--- src/rtl/nwalk_pkg.sv ---
// Shared types and register codes of the NCHW to NC1HWC0 address walker.
`default_nettype none
package nwalk_pkg;

    localparam int CFG_DATA_BITS  = 16;
    localparam int CFG_INDEX_BITS = 3;

    // Register indexes of the configuration port
    localparam logic [CFG_INDEX_BITS-1:0] REG_BATCH_COUNT    = 3'd0;
    localparam logic [CFG_INDEX_BITS-1:0] REG_CHANNEL_COUNT  = 3'd1;
    localparam logic [CFG_INDEX_BITS-1:0] REG_HEIGHT         = 3'd2;
    localparam logic [CFG_INDEX_BITS-1:0] REG_WIDTH          = 3'd3;
    localparam logic [CFG_INDEX_BITS-1:0] REG_BLOCK_CHANNELS = 3'd4;
    localparam logic [CFG_INDEX_BITS-1:0] REG_ELEM_BYTES     = 3'd5;

    // Saturation limits of the spatial, block and element-size registers
    localparam logic [12:0] MAX_HW = 13'd4096;
    localparam logic [5:0]  MAX_C0 = 6'd32;
    localparam logic [3:0]  MAX_EB = 4'd8;

    // Cycles from a register write until the derived strides are settled
    localparam int GEOM_LATENCY = 4;

    typedef struct packed {
        logic [15:0] n;          // batch count, clamped
        logic [15:0] c;          // channel count, clamped
        logic [12:0] h;          // height, clamped
        logic [12:0] w;          // width, clamped
        logic [5:0]  c0;         // block channels, clamped
        logic [3:0]  eb;         // element bytes, clamped
        logic [29:0] hweb;       // H*W*eb: one channel plane in bytes
        logic [35:0] blk_step;   // C0*H*W*eb: one channel block in bytes
        logic [45:0] chw;        // C*H*W*eb: one batch item in bytes
        logic        busy;       // strides still settling
        logic        restart;    // register written: walk starts again
    } t_geom;

endpackage
`default_nettype wire

--- src/rtl/nwalk_cfg.sv ---
// Configuration registers, clamping and derived stride products.
`default_nettype none
module nwalk_cfg (
    input  wire logic                                i_clk,
    input  wire logic                                i_rst_n,
    input  wire logic                                i_cfg_we,
    input  wire logic [nwalk_pkg::CFG_INDEX_BITS-1:0] i_cfg_index,
    input  wire logic [nwalk_pkg::CFG_DATA_BITS-1:0]  i_cfg_data,
    output nwalk_pkg::t_geom                         o_geom
);
    import nwalk_pkg::*;

    localparam int CNT_BITS = $clog2(GEOM_LATENCY + 1);

    logic [15:0] r_batch_count, r_channel_count;
    logic [12:0] r_height, r_width;
    logic [5:0]  r_block_channels;
    logic [3:0]  r_elem_bytes;

    logic [15:0] r_n, r_c;
    logic [12:0] r_h, r_w;
    logic [5:0]  r_c0;
    logic [3:0]  r_eb;
    logic [25:0] r_hw;
    logic [29:0] r_hweb;
    logic [35:0] r_blk_step;
    logic [45:0] r_chw;

    logic [CNT_BITS-1:0] r_busy_cnt, n_busy_cnt;
    logic                r_restart;
    logic                write_hit;

    always_comb begin
        write_hit = 1'b0;
        if (i_cfg_we) begin
            unique case (i_cfg_index)
                REG_BATCH_COUNT, REG_CHANNEL_COUNT, REG_HEIGHT,
                REG_WIDTH, REG_BLOCK_CHANNELS, REG_ELEM_BYTES: write_hit = 1'b1;
                default: write_hit = 1'b0;
            endcase
        end
    end

    always_ff @(posedge i_clk) begin
        if (!i_rst_n) begin
            r_batch_count    <= 16'd1;
            r_channel_count  <= 16'd16;
            r_height         <= 13'd1;
            r_width          <= 13'd1;
            r_block_channels <= 6'd16;
            r_elem_bytes     <= 4'd2;
        end else if (i_cfg_we) begin
            unique case (i_cfg_index)
                REG_BATCH_COUNT:    r_batch_count    <= i_cfg_data;
                REG_CHANNEL_COUNT:  r_channel_count  <= i_cfg_data;
                REG_HEIGHT:         r_height         <= i_cfg_data[12:0];
                REG_WIDTH:          r_width          <= i_cfg_data[12:0];
                REG_BLOCK_CHANNELS: r_block_channels <= i_cfg_data[5:0];
                REG_ELEM_BYTES:     r_elem_bytes     <= i_cfg_data[3:0];
                default: ;
            endcase
        end
    end

    // Clamp: zero counts as one, large sizes saturate
    always_ff @(posedge i_clk) begin
        r_n  <= (r_batch_count == '0) ? 16'd1 : r_batch_count;
        r_c  <= (r_channel_count == '0) ? 16'd1 : r_channel_count;
        r_h  <= (r_height == '0) ? 13'd1 : ((r_height > MAX_HW) ? MAX_HW : r_height);
        r_w  <= (r_width == '0) ? 13'd1 : ((r_width > MAX_HW) ? MAX_HW : r_width);
        r_c0 <= (r_block_channels == '0) ? 6'd1 :
                ((r_block_channels > MAX_C0) ? MAX_C0 : r_block_channels);
        r_eb <= (r_elem_bytes == '0) ? 4'd1 :
                ((r_elem_bytes > MAX_EB) ? MAX_EB : r_elem_bytes);
    end

    // Stride products: H*W, then *eb, then *C0 and *C side by side
    always_ff @(posedge i_clk) begin
        r_hw       <= 26'(r_h) * 26'(r_w);
        r_hweb     <= 30'(r_hw) * 30'(r_eb);
        r_blk_step <= 36'(r_hweb) * 36'(r_c0);
        r_chw      <= 46'(r_hweb) * 46'(r_c);
    end

    always_comb begin
        n_busy_cnt = r_busy_cnt;
        if (write_hit) begin
            n_busy_cnt = CNT_BITS'(GEOM_LATENCY);
        end else if (r_busy_cnt != '0) begin
            n_busy_cnt = r_busy_cnt - CNT_BITS'(1);
        end
    end

    always_ff @(posedge i_clk) begin
        if (!i_rst_n) begin
            r_busy_cnt <= CNT_BITS'(GEOM_LATENCY);
            r_restart  <= 1'b0;
        end else begin
            r_busy_cnt <= n_busy_cnt;
            r_restart  <= write_hit;
        end
    end

    always_comb begin
        o_geom.n        = r_n;
        o_geom.c        = r_c;
        o_geom.h        = r_h;
        o_geom.w        = r_w;
        o_geom.c0       = r_c0;
        o_geom.eb       = r_eb;
        o_geom.hweb     = r_hweb;
        o_geom.blk_step = r_blk_step;
        o_geom.chw      = r_chw;
        o_geom.busy     = (r_busy_cnt != '0) || r_restart;
        o_geom.restart  = r_restart;
    end

endmodule
`default_nettype wire

--- src/rtl/nwalk_core.sv ---
// Walk counters, running byte offsets, input register and result register.
`default_nettype none
module nwalk_core #(
    parameter int ADDR_BITS = 40
) (
    input  wire logic              i_clk,
    input  wire logic              i_rst_n,
    input  wire nwalk_pkg::t_geom  i_geom,
    input  wire logic              i_in_valid,
    output logic                   o_in_ready,
    input  wire logic              i_restart,
    output logic                   o_out_valid,
    input  wire logic              i_out_ready,
    output logic [39:0]            o_src_offset,
    output logic [39:0]            o_dst_offset,
    output logic                   o_pad,
    output logic                   o_last_element
);
    import nwalk_pkg::*;

    typedef logic [ADDR_BITS-1:0] t_addr;

    // Input register
    logic r_in_valid, r_in_restart;
    // Result register
    logic r_out_valid;
    t_addr r_out_src, r_out_dst;
    logic r_out_pad, r_out_last;

    // Walk position of the next element
    logic [4:0]  r_lane, n_lane;
    logic [11:0] r_col, n_col, r_row, n_row;
    logic [15:0] r_blk_ch, n_blk_ch;      // block index times C0
    logic [15:0] r_batch, n_batch;
    t_addr r_lane_off, n_lane_off;        // lane * H*W*eb
    t_addr r_pix_off, n_pix_off;          // (row*W + col) * eb
    t_addr r_blk_off, n_blk_off;          // batch and block part of the source
    t_addr r_batch_off, n_batch_off;      // batch * C*H*W*eb
    t_addr r_dst_off, n_dst_off;

    logic [4:0]  e_lane;
    logic [11:0] e_col, e_row;
    logic [15:0] e_blk_ch, e_batch;
    t_addr e_lane_off, e_pix_off, e_blk_off, e_batch_off, e_dst_off;

    logic        adv, fire;
    logic        lane_end, col_end, row_end, blk_end, batch_end, last_c, pad_c;
    logic [16:0] ch;
    t_addr       src_c, eb_a, hweb_a, blk_step_a, chw_a;

    assign adv        = !r_out_valid || i_out_ready;
    assign fire       = r_in_valid && adv;
    assign o_in_ready = !i_geom.busy && (!r_in_valid || adv);

    assign eb_a       = t_addr'(i_geom.eb);
    assign hweb_a     = t_addr'(i_geom.hweb);
    assign blk_step_a = t_addr'(i_geom.blk_step);
    assign chw_a      = t_addr'(i_geom.chw);

    // Restart takes effect before the element is formed
    always_comb begin
        if (r_in_restart) begin
            e_lane = '0; e_col = '0; e_row = '0; e_blk_ch = '0; e_batch = '0;
            e_lane_off = '0; e_pix_off = '0; e_blk_off = '0;
            e_batch_off = '0; e_dst_off = '0;
        end else begin
            e_lane = r_lane; e_col = r_col; e_row = r_row;
            e_blk_ch = r_blk_ch; e_batch = r_batch;
            e_lane_off = r_lane_off; e_pix_off = r_pix_off; e_blk_off = r_blk_off;
            e_batch_off = r_batch_off; e_dst_off = r_dst_off;
        end
    end

    always_comb begin
        lane_end  = ({1'b0, e_lane} + 6'd1) >= i_geom.c0;
        col_end   = ({1'b0, e_col} + 13'd1) >= i_geom.w;
        row_end   = ({1'b0, e_row} + 13'd1) >= i_geom.h;
        blk_end   = ({1'b0, e_blk_ch} + 17'(i_geom.c0)) >= {1'b0, i_geom.c};
        batch_end = ({1'b0, e_batch} + 17'd1) >= {1'b0, i_geom.n};
        last_c    = lane_end && col_end && row_end && blk_end && batch_end;
        ch        = {1'b0, e_blk_ch} + 17'(e_lane);
        pad_c     = ch >= {1'b0, i_geom.c};
        src_c     = pad_c ? '0 : (e_blk_off + e_lane_off + e_pix_off);
    end

    // Next position: lane fastest, then column, row, block, batch
    always_comb begin
        n_lane = e_lane; n_col = e_col; n_row = e_row;
        n_blk_ch = e_blk_ch; n_batch = e_batch;
        n_lane_off = e_lane_off; n_pix_off = e_pix_off; n_blk_off = e_blk_off;
        n_batch_off = e_batch_off;
        n_dst_off = e_dst_off + eb_a;
        if (last_c) begin
            n_lane = '0; n_col = '0; n_row = '0; n_blk_ch = '0; n_batch = '0;
            n_lane_off = '0; n_pix_off = '0; n_blk_off = '0;
            n_batch_off = '0; n_dst_off = '0;
        end else if (!lane_end) begin
            n_lane     = e_lane + 5'd1;
            n_lane_off = e_lane_off + hweb_a;
        end else begin
            n_lane     = '0;
            n_lane_off = '0;
            n_pix_off  = e_pix_off + eb_a;
            if (!col_end) begin
                n_col = e_col + 12'd1;
            end else begin
                n_col = '0;
                if (!row_end) begin
                    n_row = e_row + 12'd1;
                end else begin
                    n_row     = '0;
                    n_pix_off = '0;
                    if (!blk_end) begin
                        n_blk_ch  = e_blk_ch + 16'(i_geom.c0);
                        n_blk_off = e_blk_off + blk_step_a;
                    end else begin
                        n_blk_ch    = '0;
                        n_batch     = e_batch + 16'd1;
                        n_batch_off = e_batch_off + chw_a;
                        n_blk_off   = e_batch_off + chw_a;
                    end
                end
            end
        end
    end

    always_ff @(posedge i_clk) begin
        if (!i_rst_n || i_geom.restart) begin
            r_lane <= '0; r_col <= '0; r_row <= '0; r_blk_ch <= '0; r_batch <= '0;
            r_lane_off <= '0; r_pix_off <= '0; r_blk_off <= '0;
            r_batch_off <= '0; r_dst_off <= '0;
        end else if (fire) begin
            r_lane <= n_lane; r_col <= n_col; r_row <= n_row;
            r_blk_ch <= n_blk_ch; r_batch <= n_batch;
            r_lane_off <= n_lane_off; r_pix_off <= n_pix_off; r_blk_off <= n_blk_off;
            r_batch_off <= n_batch_off; r_dst_off <= n_dst_off;
        end
    end

    always_ff @(posedge i_clk) begin
        if (!i_rst_n) begin
            r_in_valid  <= 1'b0;
            r_out_valid <= 1'b0;
        end else begin
            if (o_in_ready) begin
                r_in_valid <= i_in_valid;
            end else if (fire) begin
                r_in_valid <= 1'b0;
            end
            if (adv) begin
                r_out_valid <= r_in_valid;
            end
        end
    end

    always_ff @(posedge i_clk) begin
        if (o_in_ready && i_in_valid) begin
            r_in_restart <= i_restart;
        end
        if (fire) begin
            r_out_src  <= src_c;
            r_out_dst  <= e_dst_off;
            r_out_pad  <= pad_c;
            r_out_last <= last_c;
        end
    end

    assign o_out_valid    = r_out_valid;
    assign o_src_offset   = 40'(r_out_src);
    assign o_dst_offset   = 40'(r_out_dst);
    assign o_pad          = r_out_pad;
    assign o_last_element = r_out_last;

    a_pad_zero_src: assert property (@(posedge i_clk) disable iff (!i_rst_n)
        r_out_valid && r_out_pad |-> r_out_src == '0)
        else $error("padded element carries a source offset");

    a_restart_first: assert property (@(posedge i_clk) disable iff (!i_rst_n)
        fire && r_in_restart |=> r_out_dst == '0)
        else $error("restart did not yield the first element");

    a_last_wraps: assert property (@(posedge i_clk) disable iff (!i_rst_n)
        fire && last_c |=> r_lane == '0 && r_batch == '0 && r_dst_off == '0)
        else $error("walk did not wrap after the last element");

    a_busy_blocks: assert property (@(posedge i_clk) disable iff (!i_rst_n)
        i_geom.busy |-> !o_in_ready)
        else $error("transfer accepted while strides settle");

    a_stall_holds: assert property (@(posedge i_clk) disable iff (!i_rst_n)
        r_in_valid && !adv |=> r_in_valid)
        else $error("stalled item dropped from input register");

endmodule
`default_nettype wire

--- src/rtl/nchw_to_nc1hwc0_address_walker_top.sv ---
// Top level of the NCHW to NC1HWC0 address walker.
//
//  channel | direction | handshake                 | payload
//  --------+-----------+---------------------------+-------------------------------
//  in      | input     | i_in_valid / o_in_ready   | i_restart
//  out     | output    | o_out_valid / i_out_ready | o_src_offset, o_dst_offset,
//          |           |                           | o_pad, o_last_element
//  cfg     | input     | i_cfg_we                  | i_cfg_index, i_cfg_data
//
// One element per cycle while i_out_ready is high and strides are settled; an item
// passes the input register, then the result register around the walk counters.
// o_in_ready stays low after a write to one of the six registers, and after reset,
// while the stride multipliers (H*W, then *eb, then *C0 and *C side by side) settle.
// A stalled result holds the result register; the input register still takes one item.
`default_nettype none
module nchw_to_nc1hwc0_address_walker_top #(
    parameter int ADDR_BITS = 40
) (
    input  wire logic                                i_clk,
    input  wire logic                                i_rst_n,
    input  wire logic                                i_in_valid,
    output logic                                     o_in_ready,
    input  wire logic                                i_restart,
    output logic                                     o_out_valid,
    input  wire logic                                i_out_ready,
    output logic [39:0]                              o_src_offset,
    output logic [39:0]                              o_dst_offset,
    output logic                                     o_pad,
    output logic                                     o_last_element,
    input  wire logic                                i_cfg_we,
    input  wire logic [nwalk_pkg::CFG_INDEX_BITS-1:0] i_cfg_index,
    input  wire logic [nwalk_pkg::CFG_DATA_BITS-1:0]  i_cfg_data
);
    import nwalk_pkg::*;

    t_geom geom;

    nwalk_cfg u_cfg (
        .i_clk       (i_clk),
        .i_rst_n     (i_rst_n),
        .i_cfg_we    (i_cfg_we),
        .i_cfg_index (i_cfg_index),
        .i_cfg_data  (i_cfg_data),
        .o_geom      (geom)
    );

    nwalk_core #(
        .ADDR_BITS (ADDR_BITS)
    ) u_core (
        .i_clk          (i_clk),
        .i_rst_n        (i_rst_n),
        .i_geom         (geom),
        .i_in_valid     (i_in_valid),
        .o_in_ready     (o_in_ready),
        .i_restart      (i_restart),
        .o_out_valid    (o_out_valid),
        .i_out_ready    (i_out_ready),
        .o_src_offset   (o_src_offset),
        .o_dst_offset   (o_dst_offset),
        .o_pad          (o_pad),
        .o_last_element (o_last_element)
    );

endmodule
`default_nettype wire

--- config.mk ---
export PLATFORM = sky130hd
export DESIGN_NAME = nchw_to_nc1hwc0_address_walker_top
export DESIGN_NICKNAME = d
export VERILOG_FILES = /design/src/rtl/nwalk_pkg.sv /design/src/rtl/nwalk_cfg.sv /design/src/rtl/nwalk_core.sv /design/src/rtl/nchw_to_nc1hwc0_address_walker_top.sv
export SDC_FILE = /design/constraint.sdc
export NUM_CORES = 2
export LEC_CHECK = 0
export ABC_AREA = 1
export BUFFER_PORTS_ARGS = -buffer_cell sky130_fd_sc_hd__buf_4
export CAP_MARGIN = 10
export CORE_ASPECT_RATIO = 1.25
export CORE_UTILIZATION = 45
export CTS_CLUSTER_DIAMETER = 200
export DETAILED_ROUTE_END_ITERATION = 10
export SLEW_MARGIN = 20
export SYNTH_ARGS = -nofsm -noshare
export SYNTH_HDL_FRONTEND = slang
export SYNTH_SLANG_ARGS = --single-unit
--- constraint.sdc ---
create_clock -name i_clk -period 6.3 [get_ports i_clk]
set_input_delay 1.26 -clock i_clk [delete_from_list [all_inputs] [get_ports i_clk]]
set_output_delay 1.26 -clock i_clk [all_outputs]
set_load 0.01 [all_outputs]
==> impl_metrics.tcl <==
set metrics [dict create \
    syn_area_sq_mm 0.0683 \
    swShare_pct 31.9 \
    relSlewSlack_pct 27.0 \
    slew_violations 0 \
    r2r-end "u_cfg.r_chw[27]$_DFF_P_" \
    synthFlopType "dfxtp_1" \
    utilization_pct 49.4 \
    grt_max_degree 99 \
    ctsHoldBuffers 0 \
    pre_cts_ws_ns 0.169 \
    cts_resized 0 \
    outcome "complete, no violations" \
    avgSynthCellArea_sq_um 7.04 \
    min_from "u_cfg.r_width[12]$_SDFFE_PN0P_" \
    p_switching_mw 3.57 \
    die_h_um 437 \
    cap_violations 0 \
    power.density_mw_per_mm2 151 \
    max-vdd-ir-drop_v 0.000207 \
    worstSetupPathType "reg2reg" \
    dpl.hpwl_um 189000 \
    reg2reg_from "u_cfg.r_hweb[5]$_DFF_P_" \
    rrSetupSlack_ns 0.21 \
    period_share_pct 96.6 \
    critPathCaptureType "flip-flop" \
    synth_cells 9699 \
    row_count 159 \
    overflow 0 \
    ios 109 \
    whs_endpoint "u_cfg.r_w[12]$_SDFF_PP0_" \
    p_int_mw 7.61 \
    hold_viol 0 \
    ys_seq_area_share_pct 19.3 \
    pwr-share-comb_pct 18.1 \
    first_iter_violations 4282 \
    syn-num-nets 10900 \
    finalClockSkew_ns 0.0373 \
    yosysUniqueCellTypes 63 \
    grt_pass1_vias 63000 \
    area_growth_pct 8.81 \
    fin_setup_tns_ns 0 \
    die-area_sq_mm 0.153 \
    finalCriticalPeriod_ns 6.09 \
    fp.dieW_um 350 \
    firstDrtPassIters 5 \
    rsz0062_at_grt "no" \
    placed_cell_area_sq_mm 0.0715 \
    htree_levels 3 \
    design_area_sq_mm 0.0743 \
    synth_most_common_cell "nand2_1" \
    fin_cells 11700 \
    clockBufferDepth 3 \
    vias_per_cell 5.26 \
    root_buffer "clkbuf_16" \
    path_clk_slew_ns 0.06 \
    place_inst 11600 \
    worst_pin_slew_ns 1.09 \
    core_area_sq_mm 0.150 \
    synth_edf_count 83 \
    io_buffer_count 108 \
    yosys.area.top_type "fa_1" \
    post-cts-setup-buffers 0 \
    whs_ns 0.362 \
    start_util_pct 45.4 \
    route.vias.total 61700 \
    worstHoldPathType "reg2reg" \
    drive_gt1_share_pct 5.22 \
    fin_ws_ns 0.212 \
    post_drt_wl_per_cell_um 19.9 \
    synth_seq_cells 618 \
    gp_congestion 0.999 \
    async_reset_ff_share_pct 0 \
    min_path_cells 0 \
    critPathRequiredTime_ns 6.87 \
    synth_top_area_share_pct 20.7 \
    crit_fanout 13 \
    worstSkewPairLatency_ns 0.71 \
    cts_buffers 75 \
    synth_area_leaders "fa_1 21%, dfxtp_1 16%, nand2_1 14%" \
    cp.arrival_ns 6.66 \
    pwr-share-clk_pct 43.2 \
    grt.total_usage_pct 30.6 \
    cts_tree "built" \
    routed_wl_um 233000 \
    setup_viol 0 \
    antenna_found_initial 0 \
    ant_nets 0 \
    drc 0 \
    ff2ff_path_depth 26 \
    leakage_nw 37.3 \
    p_total_mw 11.2 \
    ys_top_cells_by_count "2611 x nand2_1, 1873 x inv_1, 812 x nor2_1" \
    yosysWarnings 0 \
    fmax_ghz 0.164 \
    clock_sinks 618 \
    start_kind "flip-flop" \
    seqPwrFrac_pct 38.7 \
    grt_pass1_wl_um 358000 \
    finalNetCount 10900 \
]
## worst max-delay path, cell delays in order (launching register included)
cell	delay (ns)
dfxtp_1	0.68
buf_4	0.36
nand2_1	0.08
inv_1	0.08
fa_1	0.42
inv_1	0.08
fa_1	0.41
inv_1	0.09
fa_1	0.43
ha_1	0.30
inv_1	0.05
fa_1	0.48
fa_1	0.50
inv_1	0.06
ha_1	0.33
a21o_1	0.20
a21oi_1	0.19
nor2_1	0.06
nor2_1	0.08
o21ai_0	0.15
a21boi_0	0.36
inv_1	0.07
nand2_1	0.06
nand2_1	0.08
nand2_1	0.13
nand2_1	0.08
xor2_1	0.14
## worst max-delay path by stage
stage                              from                      end  slack, ns  cells after the start
2_1_floorplan  u_cfg.r_hweb[27]$_DFF_P_  u_cfg.r_chw[39]$_DFF_P_       0.61                     23
3_3_place_gp   u_cfg.r_c[11]$_SDFF_PN0_  u_cfg.r_chw[28]$_DFF_P_       0.19                     21
3_5_place_dp    u_cfg.r_c[1]$_SDFF_PN0_  u_cfg.r_chw[39]$_DFF_P_       0.17                     21
4_1_cts         u_cfg.r_c[1]$_SDFF_PN0_  u_cfg.r_chw[39]$_DFF_P_       0.20                     21
5_1_grt         u_cfg.r_hweb[6]$_DFF_P_  u_cfg.r_chw[25]$_DFF_P_       0.02                     23
6_report        u_cfg.r_hweb[5]$_DFF_P_  u_cfg.r_chw[27]$_DFF_P_       0.21                     26
## kinds of logic after synthesis
group | share of synthesized area [%]
AND/OR/NAND/NOR | 24.7
flip-flops | 19.3
AO/OA/AOI/OAI | 9.56
adder cells (fa/ha/maj) | 29.6
buffers and inverters | 12.7
XOR/XNOR | 4.07
## cells in the final DEF, fill, tap and decap left out, types with 10 or more instances in the layout
master / Yosys / final
nand2_1: 2611 / 2610
inv_1: 1873 / 1873
nor2_1: 812 / 810
fa_1: 706 / 706
a21oi_1: 660 / 660
dfxtp_1: 535 / 526
ha_1: 486 / 486
nand3_1: 363 / 362
o21ai_0: 286 / 286
buf_4: 3 / 255
xor2_1: 228 / 228
nand4_1: 90 / 90
xnor2_1: 89 / 89
edfxtp_1: 83 / 83
clkbuf_16: 0 / 76
nor3_1: 69 / 69
nand3b_1: 40 / 40
a21o_1: 38 / 38
nor4_1: 34 / 34
a31oi_1: 33 / 33
o21bai_1: 31 / 31
o211ai_1: 29 / 29
nor2_2: 21 / 22
o21a_1: 22 / 22
or2_2: 20 / 20
buf_12: 0 / 18
nor3b_1: 17 / 17
o22ai_1: 15 / 15
nor2_4: 13 / 14
a22oi_1: 14 / 14
bufinv_16: 0 / 13
o2111ai_1: 12 / 12
clkinv_2: 0 / 12
o21ai_1: 10 / 10
## state kept, by name, indices dropped and copies added (netlist names), 16 cells and up
register               count
u_cfg.r_chw               40
u_core.o_dst_offset       40
u_core.o_src_offset       40
u_core.r_batch_off        40
u_core.r_blk_off          40
u_core.r_dst_off          40
u_core.r_lane_off         40
u_core.r_pix_off          40
u_cfg.r_blk_step          36
u_cfg.r_hweb              30
u_cfg.r_hw                26
u_cfg.r_batch_count       16
u_cfg.r_c                 16
u_cfg.r_channel_count     16
u_cfg.r_n                 16
u_core.r_batch            16
u_core.r_blk_ch           16
## per-layer routing
layer  track usage [%]  vias to the layer above  wire length [um]
li1                  -                    29800                 -
met1              34.8                    29700             89700
met2              54.3                     1708            116000
met3              2.99                      547             10000
met4              19.9                        0             17300
met5                 0                        -                 0
## power by group through the flow
stage          Clock [mW]  Sequential, mW  Combinational (mW)
6_report             4.83            4.33                2.02
5_1_grt              5.07            4.33                2.22
4_1_cts              4.93            4.32                2.02
3_5_place_dp            0            4.41                2.01
3_3_place_gp            0            4.41                1.99
2_1_floorplan           0            4.27                1.30
## final cells by class
type / instances / area [sq um]
fillers: 15400 / 76100
well taps: 2012 / 2520
multi-input cells: 6819 / 46400
inverters: 1887 / 7100
clock buffers: 89 / 2030
diodes: 1 / 2.50
flip-flops and latches: 618 / 13200
clock inverters: 48 / 696
repair buffers: 273 / 2270
Power figures use the tool's default switching activity.
